==> src/skap_pkg.sv <==
// Shared types and codes for the sorted key array.
package skap_pkg;

    localparam int unsigned KEY_W = 32;
    localparam int unsigned POS_W = 4;
    localparam int unsigned MAX_POS = 16;

    localparam logic OP_INSERT = 1'b0;
    localparam logic OP_REMOVE = 1'b1;

    typedef enum logic [1:0] {
        ST_OK    = 2'd0,
        ST_FULL  = 2'd1,
        ST_RANGE = 2'd2
    } t_status;

    typedef struct packed {
        logic                    ins_en;
        logic                    rem_en;
        logic signed [KEY_W-1:0] key;
        logic [POS_W-1:0]        pos;
    } t_skap_cmd;

endpackage

==> src/skap_cell.sv <==
// One slot of the sorted key row: compare against the new key and shift.
module skap_cell import skap_pkg::*; #(
    parameter int unsigned IDX   = 0,
    parameter int unsigned CNT_W = 5
) (
    input  logic                    i_clk,
    input  t_skap_cmd               i_cmd,
    input  logic [CNT_W-1:0]        i_count,
    input  logic                    i_left_ins,
    input  logic signed [KEY_W-1:0] i_left_key,
    input  logic signed [KEY_W-1:0] i_right_key,
    output logic                    o_ins,
    output logic signed [KEY_W-1:0] o_key
);

    logic signed [KEY_W-1:0] r_key;
    logic signed [KEY_W-1:0] n_key;
    logic                    occupied;
    logic                    at_or_after_pos;

    assign occupied        = 32'(IDX) < 32'(i_count);
    assign at_or_after_pos = 32'(IDX) >= 32'(i_cmd.pos);
    // slot takes part in the insert shift: empty or holds a greater key
    assign o_ins = !occupied || (r_key > i_cmd.key);
    assign o_key = r_key;

    always_comb begin
        n_key = r_key;
        if (i_cmd.ins_en && o_ins) begin
            n_key = i_left_ins ? i_left_key : i_cmd.key;
        end else if (i_cmd.rem_en && at_or_after_pos) begin
            n_key = i_right_key;
        end
    end

    always_ff @(posedge i_clk) begin
        r_key <= n_key;
    end

endmodule

==> src/sorted_key_array_insert_remove.sv <==
// Sorted key array top level: a row of compare and shift cells with a result register.
// Keeps up to CAPACITY signed 32-bit keys in ascending order. An insert puts its key after
// every stored key less than or equal to it; a remove takes out the key at a position and
// returns it. Each word yields one result word with the new count, a full flag and a
// status (insert refused when full, remove position not below count). Every slot is a cell
// that compares and shifts in parallel with its neighbors, so the block takes one word per
// cycle; a result appears in the cycle after its word is taken and the input is held off
// only while an unread result is stalled. The key storage holds no reset state; only the
// count and the result valid flag are cleared.
module sorted_key_array_insert_remove import skap_pkg::*; #(
    parameter int unsigned CAPACITY = 16
) (
    input  logic                                i_clk,
    input  logic                                i_rst_n,
    input  logic                                i_in_valid,
    output logic                                o_in_stall,
    input  logic                                i_op,
    input  logic signed [KEY_W-1:0]             i_key,
    input  logic [POS_W-1:0]                    i_position,
    output logic                                o_out_valid,
    input  logic                                i_out_stall,
    output logic signed [KEY_W-1:0]             o_removed_key,
    output logic [$clog2(CAPACITY+1)-1:0]       o_count,
    output logic                                o_full_res,
    output logic [1:0]                          o_status
);

    localparam int unsigned CNT_W = $clog2(CAPACITY + 1);
    localparam int unsigned NPOS  = (CAPACITY < MAX_POS) ? CAPACITY : MAX_POS;

    logic [CNT_W-1:0]        r_count;
    logic [CNT_W-1:0]        n_count;
    logic                    r_out_valid;
    logic signed [KEY_W-1:0] r_removed_key;
    logic [CNT_W-1:0]        r_out_count;
    logic                    r_full_res;
    t_status                 r_status;
    t_status                 n_status;
    logic signed [KEY_W-1:0] n_removed_key;

    logic                    accept;
    logic                    is_full;
    logic                    pos_ok;
    t_skap_cmd               cmd;
    logic signed [KEY_W-1:0] cell_key [CAPACITY];
    logic                    cell_ins [CAPACITY];
    logic signed [KEY_W-1:0] sel_key;

    assign o_in_stall = r_out_valid && i_out_stall;
    assign accept     = i_in_valid && !o_in_stall;
    assign is_full    = r_count == CNT_W'(CAPACITY);
    assign pos_ok     = 32'(i_position) < 32'(r_count);

    always_comb begin
        cmd.key    = i_key;
        cmd.pos    = i_position;
        cmd.ins_en = accept && (i_op == OP_INSERT) && !is_full;
        cmd.rem_en = accept && (i_op == OP_REMOVE) && pos_ok;
    end

    for (genvar g = 0; g < CAPACITY; g++) begin : g_cell
        logic                    left_ins;
        logic signed [KEY_W-1:0] left_key;
        logic signed [KEY_W-1:0] right_key;
        if (g == 0) begin : g_first
            assign left_ins = 1'b0;
            assign left_key = cell_key[g];
        end else begin : g_mid
            assign left_ins = cell_ins[g-1];
            assign left_key = cell_key[g-1];
        end
        if (g == CAPACITY - 1) begin : g_last
            assign right_key = cell_key[g];
        end else begin : g_inner
            assign right_key = cell_key[g+1];
        end
        skap_cell #(
            .IDX   (g),
            .CNT_W (CNT_W)
        ) u_cell (
            .i_clk       (i_clk),
            .i_cmd       (cmd),
            .i_count     (r_count),
            .i_left_ins  (left_ins),
            .i_left_key  (left_key),
            .i_right_key (right_key),
            .o_ins       (cell_ins[g]),
            .o_key       (cell_key[g])
        );
    end

    always_comb begin
        sel_key = '0;
        for (int j = 0; j < NPOS; j++) begin
            if (i_position == POS_W'(j)) begin
                sel_key = cell_key[j];
            end
        end
    end

    always_comb begin
        n_count       = r_count;
        n_status      = ST_OK;
        n_removed_key = '0;
        unique case (i_op)
            OP_INSERT: begin
                if (is_full) begin
                    n_status = ST_FULL;
                end else begin
                    n_count = r_count + CNT_W'(1);
                end
            end
            OP_REMOVE: begin
                if (!pos_ok) begin
                    n_status = ST_RANGE;
                end else begin
                    n_count       = r_count - CNT_W'(1);
                    n_removed_key = sel_key;
                end
            end
            default: begin
                n_status = ST_OK;
            end
        endcase
    end

    always_ff @(posedge i_clk) begin
        if (!i_rst_n) begin
            r_count     <= '0;
            r_out_valid <= 1'b0;
        end else begin
            if (accept) begin
                r_count <= n_count;
            end
            if (accept) begin
                r_out_valid <= 1'b1;
            end else if (!i_out_stall) begin
                r_out_valid <= 1'b0;
            end
        end
    end

    always_ff @(posedge i_clk) begin
        if (accept) begin
            r_removed_key <= n_removed_key;
            r_out_count   <= n_count;
            r_full_res    <= n_count == CNT_W'(CAPACITY);
            r_status      <= n_status;
        end
    end

    assign o_out_valid   = r_out_valid;
    assign o_removed_key = r_removed_key;
    assign o_count       = r_out_count;
    assign o_full_res    = r_full_res;
    assign o_status      = r_status;

endmodule

==> config.mk <==
export PLATFORM = sky130hd
export DESIGN_NAME = sorted_key_array_insert_remove
export DESIGN_NICKNAME = d
export VERILOG_FILES = /design/src/skap_pkg.sv /design/src/skap_cell.sv /design/src/sorted_key_array_insert_remove.sv
export SDC_FILE = /design/constraint.sdc
export NUM_CORES = 2
export LEC_CHECK = 0
export BUFFER_PORTS_ARGS = -buffer_cell sky130_fd_sc_hd__buf_2
export CAP_MARGIN = 25
export CORE_MARGIN = 8
export CORE_UTILIZATION = 55
export DETAILED_ROUTE_END_ITERATION = 8
export GPL_TIMING_DRIVEN = 0
export PLACE_DENSITY = 0.74
export SKIP_LAST_GASP = 1
export SYNTH_ARGS = -nofsm -noshare
export SYNTH_HDL_FRONTEND = slang
export SYNTH_SLANG_ARGS = --single-unit
==> constraint.sdc <==
create_clock -name i_clk -period 17.6 [get_ports i_clk]
set_input_delay 2.64 -clock i_clk [delete_from_list [all_inputs] [get_ports i_clk]]
set_output_delay 2.64 -clock i_clk [all_outputs]
set_load 0.01 [all_outputs]
* Word level (Yosys, flattened, before mapping) *
Cells that the tools add are included.

cells by class
  add/sub/neg operators = 2
  $mul = 0
  div/mod/pow operators = 0
  order comparisons = 48
  eq/ne operators = 18
  shift-type cells = 0
  mux-type cells = 69
  bitwise gates (word level) = 1
  reduce and logical (&&, ||, !) cells = 88

operators by type and width
  operator                                            number
  2-to-1 mux 32 bit                                   61
  greater-than comparator 32 bit                      16
  < comparator 4 x 5 -> 1 bit, first input constant   8
  logical AND 1 bit                                   37
  == test 4 bit, second input constant                8
  nonzero test 2 bit                                  15
  >= comparator 4 bit, first input constant           7
  < comparator 3 x 5 -> 1 bit, first input constant   4
  zero test 1 bit                                     18
  == test 4 x 3 -> 1 bit, second input constant       4
  >= comparator 3 x 4 -> 1 bit, first input constant  4
  logical OR 1 bit                                    16
  == test 5 bit, second input constant                2
  < comparator 1 x 5 -> 1 bit, first input constant   2
  < comparator 2 x 5 -> 1 bit, first input constant   2
  2-to-1 mux 5 bit                                    2
  case mux 5 bit (2 select lines)                     1
  == test 4 x 2 -> 1 bit, second input constant       2
  >= comparator 1 x 4 -> 1 bit, first input constant  2
  >= comparator 2 x 4 -> 1 bit, first input constant  2
  adder 5 x 1 -> 5 bit, second input constant         1
  < comparator 4 x 5 -> 1 bit                         1
  subtractor 5 x 1 -> 5 bit, second input constant    1
  == test 4 x 1 -> 1 bit, second input constant       1
  7 further kinds                                     9

storage, ports and cells
  register bits = 558
  bits in latches = 0
  memory bits (writable) = 0
  bits in read-only memories = 0
  input port bits = 41
  output and inout port bits = 42
  logic and storage cells = 248
  memories kept = 0

* Logic depth before layout (Yosys ltp) *
  depth after elaboration = 17
  mapped depth = 15
  mapped depth without buffers = 10

* Cells and area by module *
A second synthesis with hierarchy kept.

unflattened totals
  cell total of the unflattened synthesis = 5859
  area, all modules = 53880.4 um^2

by module, submodules not included
  module                             instances  cells an instance  area an instance (um^2)  seq. area each (um^2)
  skap_cell (g_cell[11].u_cell ...)  3          263                2666.3                   960.9
  sorted_key_array_insert_remove     1          927                7339.5                   1321.3
  skap_cell (g_cell[12].u_cell ...)  2          458                3597.2                   960.9
  skap_cell (g_cell[4].u_cell)       1          429                3626.0                   960.9
  skap_cell (g_cell[2].u_cell)       1          421                3624.7                   960.9
  skap_cell (g_cell[6].u_cell)       1          264                2693.8                   960.9
  skap_cell (g_cell[5].u_cell)       1          264                2691.3                   960.9
  skap_cell (g_cell[10].u_cell)      1          265                2681.3                   960.9
  skap_cell (g_cell[15].u_cell)      1          263                2676.3                   960.9
  skap_cell (g_cell[0].u_cell)       1          264                2675.1                   960.9
  skap_cell (g_cell[9].u_cell)       1          264                2673.8                   960.9
  skap_cell (g_cell[14].u_cell)      1          263                2672.6                   960.9
  skap_cell (g_cell[13].u_cell)      1          263                2668.8                   960.9
  skap_cell (g_cell[1].u_cell)       1          267                2663.8                   960.9

* Least setup slack after synthesis *
Ideal clock, no wire load.

  path kind = input to register
  start = input i_key[17]
  end = register g_cell[15].u_cell.r_key[0] (enable)
  library setup time = 0.474 ns
  data arrival time = 7.290 ns
  data required time = 17.126 ns
  setup slack = 9.836 ns
  cell stages on the path = 12
  buffers on the path = 2
  cell sequence = clkbuf_1 > clkbuf_1 > inv_1 > ha_1 > a21o_1 > a21o_1 > a21oi_1 > o21ai_0 > a21o_1 > a211oi_1 > o21ai_0 > a221oi_1

between the ends
  word-level cells in the longest chain between the ends = 3

RTL lines
  what                            line                                  source
  start, declared                 sorted_key_array_insert_remove.sv:18  input logic signed [KEY_W-1:0] i_key,
  greater-than comparator 32 bit  skap_cell.sv:24                       assign o_ins = !occupied || (r_key > i_cmd.key);
  logical OR 1 bit                skap_cell.sv:24
  logical AND 1 bit               skap_cell.sv:29                       if (i_cmd.ins_en && o_ins) begin
  end signal, assigned            skap_cell.sv:37                       r_key <= n_key;
  end, declared                   skap_cell.sv:16                       logic signed [KEY_W-1:0] r_key;

No other way between the ends.
A chain may end at the register's enable or synchronous reset.

* Worst setup path in the final report *
  start = input i_key[31]
  end = register g_cell[4].u_cell.r_key[12] (enable)

between the ends
  word-level cells in the longest chain between the ends = 4

RTL lines
  what                                 line
  greater-than comparator 32 bit       skap_cell.sv:24
  logical OR 1 bit                     skap_cell.sv:24
  logical AND 1 bit                    skap_cell.sv:29
  nonzero test 2 bit (no source line)  -
  end signal, assigned                 skap_cell.sv:37
  end, declared                        skap_cell.sv:16

No other way between the ends.

==> results.yml <==
floorplanning:
  die_w_um: 300
  start_util: 0.552
  core_sq_mm: 0.0802
  io_pins: 83
  die_h_um: 300
  num_rows: 104
  die-area_sq_mm: 0.0898
final_layout:
  instances_no_fill: 5531
  final_util: 0.606
  fillCellCount: 6915
  finish.instance_area_sq_mm: 0.0486
  syn_to_final_growth_pct: 9.72
  drive_gt1_frac: 0.146
  layout.nets: 4973
worst_setup_path:
  crit_fanout: 21
  r2r-end: "g_cell[4].u_cell.o_key[12]"
  reg2reg_depth: 12
  crit_chain: "clkbuf_1 > clkbuf_1 > inv_1 > ha_1 > nand4_1 > nor4_1 > nand4_1 > nor3_1 > a21oi_1 > a21oi_1 > nand2b_1 > buf_2 > buf_2 > nand2_1 > buf_16"
  reg2reg_setup_slack_ns: 11.76
  crit_arrival_ns: 9.82
  critPathSlowestCell: "nor4_1"
  timing.critical_path.buf_inv: 6
  critPathLaunchType: "input pin"
  worstReg2RegStart: "g_cell[4].u_cell.o_key[25]"
  required_ns: 17.98
  critical-path-top-delay-family: "simple AND/OR/NAND/NOR gates"
  crit_type: "input pin to flop"
  endpoint_kind: "flop"
  slowest_delay_ns: 0.98
place:
  io_buffers: 52
  place_hpwl_um: 137000
  gp_congestion: 1.02
  place_area_sq_mm: 0.0463
  placed_cells: 5395
sta:
  clock_skew_ns: 0.0296
  hold_viol_final: 0
  finalCritPeriodShare: 0.537
  rsz0062_at_grt: "false"
  min_period_ns: 9.44
  fmax_mhz: 106
  worstMarginPinSlew_ns: 1.19
  relSlewSlack: 0.204
  maxSlewViolCount: 0
  tns_ns: 0
  setup_viol: 0
global_route:
  grt_busiest_layer: "met2"
  grt_antenna_before_repair: 9
  grt_pass1_vias: 38500
  track_usage: 0.369
  use_met2: 0.569
  use_met3: 0.0659
  grt_pass1_wl_um: 250000
  grt_max_degree: 33
  grt_overflow: 0
  use_met1: 0.483
clock_network:
  clk_latency_ns: 0.64
  numCtsBuffers: 70
  htreeDepth: 3
  cts_root_buffer: "clkbuf_16"
  cts_setup_buffers: 0
  clock_sinks: 558
  cts.repair.resized: 0
  path_clk_slew_ns: 0.05
  clock_tree.buffer_depth: 3
  cts_tree: "yes"
  hold_buffers: 0
routing:
  viasPerCell: 7.22
  ant_nets: 0
  wl_per_cell_um: 31.5
  firstDrtPassIters: 7
  wl_um: 174000
  drcViolationCount: 0
  route.vias.total: 39900
  drtIter0Drc: 5783
status:
  outcome: "completed"
min_path:
  hp-start: "o_out_valid"
  hold_path_depth: 3
  hold_path_end: "o_out_valid"
  hp-class: "flop to flop"
synthesis:
  synth.top_cell.area_share: 0.374
  synth_top_cell_by_area: "edfxtp_1"
  yosysSeqAreaShare: 0.377
  synth_ff_type: "edfxtp_1"
  syn_area_sq_mm: 0.0443
  yosys-top-cells-area: "edfxtp_1, ha_1, mux2_2"
  yosys_warnings: 0
  synth-async-reset-ratio: 0
  synthesis.nets: 4824
  synth_enable_flop_cells: 552
  yosysUniqueCellTypes: 82
  postSynthCellCount: 4265
  ys_ff_latch: 558
  syn_avg_cell_area_sq_um: 10.4
pwr:
  vdd_ir_drop_max_v: 0.0000789
  total_power_w: 0.00443
  powerDensity_mw_per_mm2: 91.1
  p_leak_nw: 19.0
flow_run:
  drv_cap: 0
synthesized netlist by cell type (all sizes together), types with 68 or more instances:
library cell,count
a21o,68
nand4,101
nand3,129
nand2,199
mux2i,267
ha,518
edfxtp,552
nor2,311
buf,79
a21oi,387
a31oi,110
inv,79
o21ai,312
mux2,368
clkbuf,237
power breakdown:
| part | total, W | internal (W) | switching, W | leakage [nW] |
|---|---|---|---|---|
| registers | 0.00180 | 0.00164 | 0.000157 | 5.23 |
| clock network | 0.00143 | 0.000807 | 0.000620 | 1.04 |
| logic | 0.00120 | 0.000454 | 0.000746 | 12.7 |
cells by family (layout without fill, tap and decap cells):
group	count (synthesis)	after routing	synth area share
AND/OR/NAND/NOR	878	878	0.0925
buffers and inverters	396	594	0.0364
adder cells (fa/ha/maj)	518	518	0.146
AO/OA/AOI/OAI	1242	1242	0.175
multiplexers	670	670	0.172
XOR/XNOR	3	3	0.000594
flip-flops	558	558	0.377
other	0	8	0
placed cells by master (no fill, tap or decap), types with 108 or more instances in the layout:
cell / count
edfxtp_1: 552
ha_1: 518
a21oi_1: 386
mux2_2: 349
nor2_1: 310
o21ai_0: 309
mux2i_1: 267
clkbuf_1: 251
nand2_1: 198
nand3_1: 128
a31oi_1: 108
routing by layer:
metal / vias up / wire length [um]
met4: 8 / 12500
li1: 17000 / -
met5: - / 90
met3: 664 / 20600
met2: 3019 / 76000
met1: 19200 / 65000
through the flow:
stage	hold WS (ns)	worst slack, ns
after floorplan	0.558	9.84
after global placement	0.545	6.56
after detailed placement	0.563	7.98
after CTS	0.577	8.61
after global routing	0.606	8.32
final	0.574	8.16
worst reg2reg max path: cells and delay by family, from the launching register on:
family                     cells  cell delay (ns)
DFF                            1             0.49
buffers and inverters          3             0.91
and+or+nand+nor                6             2.87
adders and majority gates      1             0.36
AOI/OAI and AO/OA              2             0.95
how the worst max path moves through the flow:
stage	from	to	slack, ns	cells after the start
3_5_place_dp	i_key[20]	g_cell[4].u_cell.o_key[5]	7.98	15
5_1_grt	i_key[31]	g_cell[4].u_cell.o_key[5]	8.32	15
3_3_place_gp	i_out_stall	g_cell[14].u_cell.o_key[27]	6.56	7
6_report	i_key[31]	g_cell[4].u_cell.o_key[12]	8.16	15
2_1_floorplan	i_key[17]	g_cell[15].u_cell.o_key[0]	9.84	12
4_1_cts	i_key[31]	g_cell[4].u_cell.o_key[5]	8.61	15
sequential cells by signal, summed over array words and instances, names as in the netlist:
register,flops
o_removed_key,32
o_out_valid,1
o_full_res,1
o_status,2
r_count,5
g_cell.u_cell.o_key,512
o_count,5
area by class of cell:
class                           count  area (sq um)  share of cell area
Inverter                           80           300             0.00618
Antenna cell                        8          20.0            0.000412
Timing Repair Buffer               77           708              0.0146
Multi-Input combinational cell   3311         26100               0.537
Tap cell                         1060          1330              0.0273
Buffer                            316          1310              0.0270
Clock inverter                     34           288             0.00592
Clock buffer                       87          1860              0.0383
Sequential cell                   558         16700               0.344
Power figures use the tool's default switching activity.
